**src/sv/abpp_pkg.sv**
```systemverilog
// ----------------------------------------------------------------------------
// abpp_pkg
// Shared types and constants for the alpha blending pixel plotter.
// ----------------------------------------------------------------------------
package abpp_pkg;

  localparam int DefMaxWidth  = 64;
  localparam int DefMaxHeight = 64;

  localparam int PixW  = 32;
  localparam int CoordW = 16;
  localparam int SizeW  = 7;
  localparam int CfgIdxW = 8;

  localparam logic CMD_PLOT = 1'b0;
  localparam logic CMD_READ = 1'b1;

  localparam logic [CfgIdxW-1:0] CFG_ACTIVE_WIDTH  = 8'd0;
  localparam logic [CfgIdxW-1:0] CFG_ACTIVE_HEIGHT = 8'd1;

  localparam logic [7:0] ALPHA_OPAQUE = 8'hFF;
  localparam logic [7:0] ALPHA_CLEAR  = 8'h00;

  typedef enum logic [2:0] {
    ST_CLEAR,
    ST_IDLE,
    ST_LOCATE,
    ST_FETCH,
    ST_MIX,
    ST_WRITE,
    ST_RESP
  } state_e;

  typedef enum logic [1:0] {
    CH_BLUE,
    CH_GREEN,
    CH_RED
  } channel_e;

endpackage

```
**src/sv/abpp_mix.sv**
```systemverilog
// ----------------------------------------------------------------------------
// abpp_mix
// Channel mixer: (fg*a + bg*(255-a)) / 255, truncated, for one 8-bit channel.
// ----------------------------------------------------------------------------
module abpp_mix
  import abpp_pkg::*;
(
  input  logic [7:0] fg_i,
  input  logic [7:0] bg_i,
  input  logic [7:0] alpha_i,
  output logic [7:0] mix_o
);

  logic [15:0] fg_prod;
  logic [15:0] bg_prod;
  logic [15:0] sum;
  logic [16:0] quot;

  assign fg_prod = 16'(fg_i) * 16'(alpha_i);
  assign bg_prod = 16'(bg_i) * 16'(ALPHA_OPAQUE - alpha_i);
  assign sum     = fg_prod + bg_prod;
  // exact divide by 255 for sums of two 8x8 products
  assign quot    = 17'(sum) + 17'(sum[15:8]) + 17'd1;
  assign mix_o   = quot[15:8];

endmodule

```
**config.mk**
```make
export PLATFORM = sky130hd
export DESIGN_NAME = abpp_mix
export DESIGN_NICKNAME = d
export VERILOG_FILES = /design/src/sv/abpp_pkg.sv /design/src/sv/abpp_mix.sv
export SDC_FILE = /design/constraint.sdc
export NUM_CORES = 1
export LEC_CHECK = 0
export ABC_AREA = 1
export BUFFER_PORTS_ARGS = -buffer_cell sky130_fd_sc_hd__buf_2
export CORE_UTILIZATION = 45
export DETAILED_ROUTE_END_ITERATION = 12
export PLACE_DENSITY = 0.66
export SETUP_SLACK_MARGIN = 0.3
export SYNTH_ARGS = -nofsm -noshare
export SYNTH_HDL_FRONTEND = slang
export SYNTH_SLANG_ARGS = --single-unit
```
**constraint.sdc**
```tcl
create_clock -name vclk -period 16.9
set_input_delay 2.535 -clock vclk [all_inputs]
set_output_delay 2.535 -clock vclk [all_outputs]
set_load 0.01 [all_outputs]
```
Yosys cells after proc, flatten, opt, wreduce, memory -nomap -nowiden. Index checks and enable logic that the tools add are counted.

Multiply operators: 2. Add/sub/neg operators: 4.

Operators by type and width (number): 16-bit by 1-bit adder with 16-bit output, second input constant (1); 16-bit adder (1); 16-bit by 8-bit adder with 16-bit output (1); 8-bit by 8-bit multiplier with 16-bit output (1); 9-bit by 9-bit multiplier with 16-bit output (1); 8-bit by 8-bit subtractor with 9-bit output, first input constant (1).

Input port bits: 24. Logic and storage cells: 6. Output and inout bits: 8. Register bits: 0.

Logic depth before layout (Yosys ltp). Gate-level depths: netlist (run 1).

Word-level depth: 5. Gate-level depth with buffers: 34. Gate-level depth less buffers: 33.

Worst setup path before layout (run 1). No wires, ideal clock.

Kind: in2out. From: input port alpha_i[6]. To: output port mix_o[7]. Stages: 29. Setup slack: 6.023 ns. Arrival time: 8.342 ns. Data required time: 14.365 ns. Cell sequence: clkbuf_1 -> clkbuf_1 -> nand2_1 -> fa_1 -> fa_1 -> fa_1 -> inv_1 -> fa_1 -> fa_1 -> inv_1 -> fa_1 -> inv_1 -> ha_1 -> nand2_1 -> nand2_1 -> a21oi_1 -> nand3_2 -> a21oi_1 -> o21bai_1 -> xnor2_1 -> ha_1 -> inv_1 -> nor2_1 -> nand3_1 -> nor2_1 -> nand2_1 -> nand2_1 -> nand2_1 -> nand2_1.

Word-level cells in the longest chain between the ends: 5. Elaborated cells between the ends (all ways): 6. Those cells by class: add/sub: 4; mul: 2.

RTL lines: start, declared (line abpp_mix.sv:10) `input logic [7:0] alpha_i,`; 8-bit by 8-bit subtractor with 9-bit output (line abpp_mix.sv:20) `assign bg_prod = 16'(bg_i) * 16'(ALPHA_OPAQUE - alpha_i);`; 9-bit by 9-bit multiplier with 16-bit output (line abpp_mix.sv:20); 16-bit adder (*) (line abpp_mix.sv:21) `assign sum = fg_prod + bg_prod;`; 16-bit by 8-bit adder with 16-bit output (*) (line abpp_mix.sv:23) `assign quot = 17'(sum) + 17'(sum[15:8]) + 17'd1;`; 16-bit by 1-bit adder with 16-bit output (*) (line abpp_mix.sv:23); end, declared (line abpp_mix.sv:11) `output logic [7:0] mix_o`.

Every way passes the cells marked *; elsewhere a longest branch is shown, timed or not.

Final worst setup path (run 1).
From: input port alpha_i[0]. To: output port mix_o[4].

Same word-level chain as after synthesis.

==> flow_summary.yaml, run 1 <==
outcome:
  status: "finished, final reports clean"
drt:
  drtPass1Iterations: 5
  route.detailed.drc: 0
  finalWirelength_um: 11700
  postRouteAntennaNets: 0
  drt_iter0_markers: 290
  wire_per_inst_um: 12.9
  vias: 4497
  vias_per_cell: 4.96
cells_and_area:
  n_clock_buffer: 0
  ff_latch_area_um2: 0
  postLayoutCoreUtil_pct: 48.5
  nFlopsAndLatches: 0
  layout-drive-gt1-share_pct: 7.21
  layout.nets: 957
  antennaDiodeCount: 0
  syn2layout_area_growth_pct: 5.03
  fillCellCount: 1193
critical_path:
  cp-startpoint: "alpha_i[0]"
  endpoint: "mix_o[4]"
  critical_path_cell_count: 30
  cp.arrival_ns: 8.80
  cp-end-kind: "output port"
  startpoint_type: "primary input"
  required_ns: 14.37
  path_class: "primary input to output port"
  crit_path_top_delay_cell: "fa_1"
  cpMostUsedCell: "inv_1"
  crit_family: "adder cells"
  critPathMaxStageDelay_ns: 0.54
  crit_buf_inv: 9
  crit_path_max_fanout: 10
timing:
  period_needed_ns: 11.34
  hold_violations: 0
  rsz0062_at_grt: "no"
  final-setup-viol-count: 0
  finalSetupTns_ns: 0
  slew_violations: 0
  clock.fmax_mhz: 88.2
  period_share_pct: 67.1
  layout_setup_ws_ns: 5.56
clock_network:
  post_cts_buffers: 0
  hold_buffers: 0
  cts_resized: 0
worst_hold_path:
  hold_class: "primary input to output port"
place:
  dp_hpwl_um: 10300
  portBuffers: 32
  pre_cts_ws_ns: 5.56
  place.gp.congestion: 0.864
global_route:
  first_global_vias: 4518
  antenna_found_initial: 0
  grt_use_total_pct: 21.4
  overflow: 0
  grt_first_pass_wirelength_um: 20400
  grt_max_degree: 17
synth:
  synth_top_area_share_pct: 36.1
  seq_area_frac_synth_pct: 0
  netlist_area_um2: 5280
  synthCells: 750
  synth.avg_cell_area_um2: 7.03
  yosys_warnings: 0
  synth_top_area_cell: "fa_1"
  syn_nets: 942
  ys_top_cells_by_count: "inv_1, nand2_1, fa_1, ha_1, nor2_1"
  ys_types: 28
  yosysMostFrequentCell: "inv_1"
  synthTopCellsByArea: "fa_1, ha_1, inv_1"
flow_run:
  maxCapViolations: 0
floorplan:
  die_x_um: 110
  io_pins: 32
  rows: 39
  chipHeight_um: 110
  start_util_pct: 46.2
  die_area_um2: 12200
  coreArea_um2: 11400
[layout make-up]
| type | count | area [µm²] | share of cell area (%) |
|---|---|---|---|
| Inverter | 213 | 800 | 14.4 |
| Timing Repair Buffer | 32 | 160 | 2.89 |
| Multi-Input combinational cell | 518 | 4400 | 79.4 |
| Tap cell | 143 | 179 | 3.23 |
[cell usage in the layout, fill, tap and decap left out, types with 2 or more instances in the layout]
| cell type | count |
|---|---|
| nand3b_1 | 2 |
| xor2_1 | 3 |
| nand3_2 | 7 |
| a21oi_1 | 10 |
| o21ai_0 | 2 |
| fa_1 | 95 |
| inv_1 | 212 |
| ha_1 | 73 |
| nor2_2 | 5 |
| o21bai_1 | 2 |
| nand2_2 | 3 |
| xnor2_1 | 7 |
| buf_2 | 32 |
| nand4_1 | 10 |
| nand2_1 | 202 |
| nor2_1 | 59 |
| xor2_2 | 2 |
| nand3_1 | 28 |
[how the worst min path moves through the flow]
stage            start        to  slack [ns]  cells past startpoint
3_3_place_gp   fg_i[0]  mix_o[0]        6.20                     11
3_5_place_dp   fg_i[0]  mix_o[0]        6.22                     11
5_1_grt        fg_i[0]  mix_o[5]        6.36                     10
6_report       fg_i[0]  mix_o[0]        6.22                     11
4_1_cts        fg_i[0]  mix_o[5]        6.22                     10
2_1_floorplan  bg_i[0]  mix_o[5]        5.73                      9
[layer usage]
layer | share of wire, % | track usage (%) | routed length [µm]
met5 | 0 | 0 | 0
met4 | 0.45 | 1.22 | 53
met3 | 5.3 | 0.882 | 620
met2 | 49 | 38.7 | 5710
met1 | 45 | 29.7 | 5280
[stage by stage]
| stage | hold slack [ns] | cell area [µm²] | std cells |
|---|---|---|---|
| 2_1_floorplan | 5.73 | 5280 | 750 |
| 3_3_place_gp | 6.20 | 5540 | 906 |
| 3_5_place_dp | 6.22 | 5540 | 906 |
| 4_1_cts | 6.22 | 5540 | 906 |
| 5_1_grt | 6.36 | 5540 | 906 |
| 6_report | 6.22 | 5540 | 906 |
[logic make-up (layout without fill, tap and decap cells)]
logic type                 Yosys count  count (layout)  share of synthesized area (%)
other                                1               1                         0.0711
and+or+nand+nor                    320             320                           25.7
adders and majority gates          168             168                           53.4
buffers and inverters              232             245                           16.6
AOI/OAI and AO/OA                   16              16                           1.73
xor gates and xnor gates            13              13                           2.59
Power of run 1 is left out: the tool's default activity adds up to more than one toggle a clock period on the data nets, which glitch-free logic cannot reach.
==> run 2: changes to the inputs <==
--- a/config.mk
+++ b/config.mk
@@ -5,11 +5,11 @@
 export SDC_FILE = /design/constraint.sdc
 export NUM_CORES = 1
 export LEC_CHECK = 0
-export ABC_AREA = 1
+export ABC_AREA = 0
 export BUFFER_PORTS_ARGS = -buffer_cell sky130_fd_sc_hd__buf_2
 export CORE_UTILIZATION = 45
 export DETAILED_ROUTE_END_ITERATION = 12
-export PLACE_DENSITY = 0.66
+export PLACE_DENSITY = 0.69
 export SETUP_SLACK_MARGIN = 0.3
 export SYNTH_ARGS = -nofsm -noshare
 export SYNTH_HDL_FRONTEND = slang
==> constraint.sdc (replaced) <==
create_clock -name vclk -period 10.1
set_input_delay 1.515 -clock vclk [all_inputs]
set_output_delay 1.515 -clock vclk [all_outputs]
set_load 0.01 [all_outputs]
==> run 2 against run 1 <==
Worst hold slack worse by 2.0 ns. Global-route usage down 2.9 points. Routed wire length down 15%. Utilization up 1.6 points. Highest routed layer unchanged.
==> flow_summary.yaml, run 2 <==
critical_path:
  required_ns: 8.59
  cp-startpoint: "alpha_i[0]"
  crit_path_max_fanout: 15
  cpMostUsedCell: "fa_1"
  startpoint_type: "primary input"
  cp.arrival_ns: 8.00
  cp-end-kind: "output port"
  critPathMaxStageDelay_ns: 0.53
  crit_path_top_delay_cell: "fa_1"
  path_class: "primary input to output port"
timing:
  period_needed_ns: 9.52
  slew_violations: 0
  finalSetupTns_ns: 0
  period_share_pct: 94.2
  hold_violations: 0
  slew_headroom_pct: 66.2
  final-setup-viol-count: 0
  tightest_slew_ns: 0.502
  rsz0062_at_grt: "no"
  clock.fmax_mhz: 105
drt:
  postRouteAntennaNets: 0
  vias: 3677
  vias_per_cell: 5.11
  drtPass1Iterations: 4
  wire_per_inst_um: 13.8
  drt_iter0_markers: 132
  finalWirelength_um: 9910
  route.detailed.drc: 0
cells_and_area:
  antennaDiodeCount: 0
  syn2layout_area_growth_pct: 7.45
  final_cell_mix: "inv_1, fa_1, ha_1"
  n_clock_buffer: 0
  layout_commonest_cell: "inv_1"
  nFlopsAndLatches: 0
  ff_latch_area_um2: 0
  layout-drive-gt1-share_pct: 9.09
  layout.nets: 777
global_route:
  overflow: 0
  grt_max_degree: 17
  met2_usage_pct: 34.9
  global_route.usage.met1_pct: 24.3
  grt-busiest-layer: "met2"
  grt_first_pass_wirelength_um: 17000
  antenna_found_initial: 0
  first_global_vias: 3781
  grt_use_total_pct: 18.5
  grt_use_met3_pct: 0.618
worst_hold_path:
  hold_class: "primary input to output port"
  min_from: "fg_i[0]"
place:
  dp_hpwl_um: 8410
  portBuffers: 32
  place.gp.congestion: 0.898
synth:
  synth_top_area_share_pct: 39.3
  synth_top_area_cell: "fa_1"
  netlist_area_um2: 4840
  synthTopCellsByArea: "fa_1, ha_1, inv_1"
  synth.avg_cell_area_um2: 8.64
  ys_types: 39
  yosysMostFrequentCell: "inv_1"
  ys_top_cells_by_count: "inv_1, fa_1, ha_1, nand2_1, nor2b_1"
  syn_nets: 752
  synthCells: 560
  yosys_warnings: 0
  seq_area_frac_synth_pct: 0
floorplan:
  die_area_um2: 11200
  io_pins: 32
  start_util_pct: 46.6
  die_x_um: 106
  rows: 37
  chipHeight_um: 106
  coreArea_um2: 10400
flow_run:
  maxCapViolations: 0
outcome:
  status: "finished, final reports clean"
clock_network:
  hold_buffers: 0
## run 2: cell types whose count changed in the layout (fill, tap and decap cells not counted), sizes merged, moves of 9 or more
cell,change
nand4,-9
nand3,-28
nor2b,+34
nand2b,+31
xnor2,+11
and2,+27
nand2,-156
inv,-74
nor2,-50
## run 2: what timing repair did
| action | 4_1_cts | 5_1_grt |
|---|---|---|
| endpoints found under the hold margin | 0 | 0 |
| resized for setup | 0 | 16 |
| setup buffers | 0 | 0 |
| endpoints found under the setup margin | 0 | 8 |
## run 2: area by class of cell
type,instances,area (µm²)
Timing Repair Buffer,32,163
Tap cell,136,170
Inverter,139,522
Multi-Input combinational cell,412,4340
Fill cell,1002,5170
## run 2: critical path: cells and delay by family
family / cells / cell delay (ns)
AND/OR/NAND/NOR: 4 / 0.48
XOR/XNOR: 2 / 0.28
AO/OA/AOI/OAI: 8 / 1.52
adder cells (fa/ha/maj): 8 / 3.61
buffers and inverters: 7 / 0.60
## run 2: per-layer routing
metal	wire length [µm]	vias to the layer above
li1	-	1741
met1	4210	1875
met2	5380	53
met3	229	8
met4	91	0
met5	0	-
## run 2: cells by family (layout without fill, tap and decap cells)
| logic type | Yosys count | in the layout | synth area share (%) |
|---|---|---|---|
| and+or+nand+nor | 176 | 176 | 19.8 |
| adders and majority gates | 168 | 168 | 58.2 |
| buffers and inverters | 148 | 171 | 11.5 |
| AOI/OAI and AO/OA | 42 | 42 | 5.85 |
| xor gates and xnor gates | 24 | 24 | 4.35 |
| other | 1 | 1 | 0.0775 |
| muxes | 1 | 1 | 0.207 |
## run 2: path summary, 6_finish.rpt
check / endpoint / slack (ns) / depth (start not counted)
worst max-delay path: mix_o[4] / 0.58 / 29
worst min-delay path: mix_o[1] / 4.19 / 10
## run 2: through the flow
step	cell area [µm²]	setup slack [ns]	std cells	util, %	hold slack (ns)
3_5_place_dp	5130	0.355	719	49.5	4.18
4_1_cts	5130	0.340	719	49.5	4.19
2_1_floorplan	4840	1.02	560	-	3.74
3_3_place_gp	5130	0.500	719	49.5	4.17
5_1_grt	5200	0.273	719	50.1	4.27
6_report	5200	0.582	719	50.1	4.19
Power of run 2 is left out for the same reason.
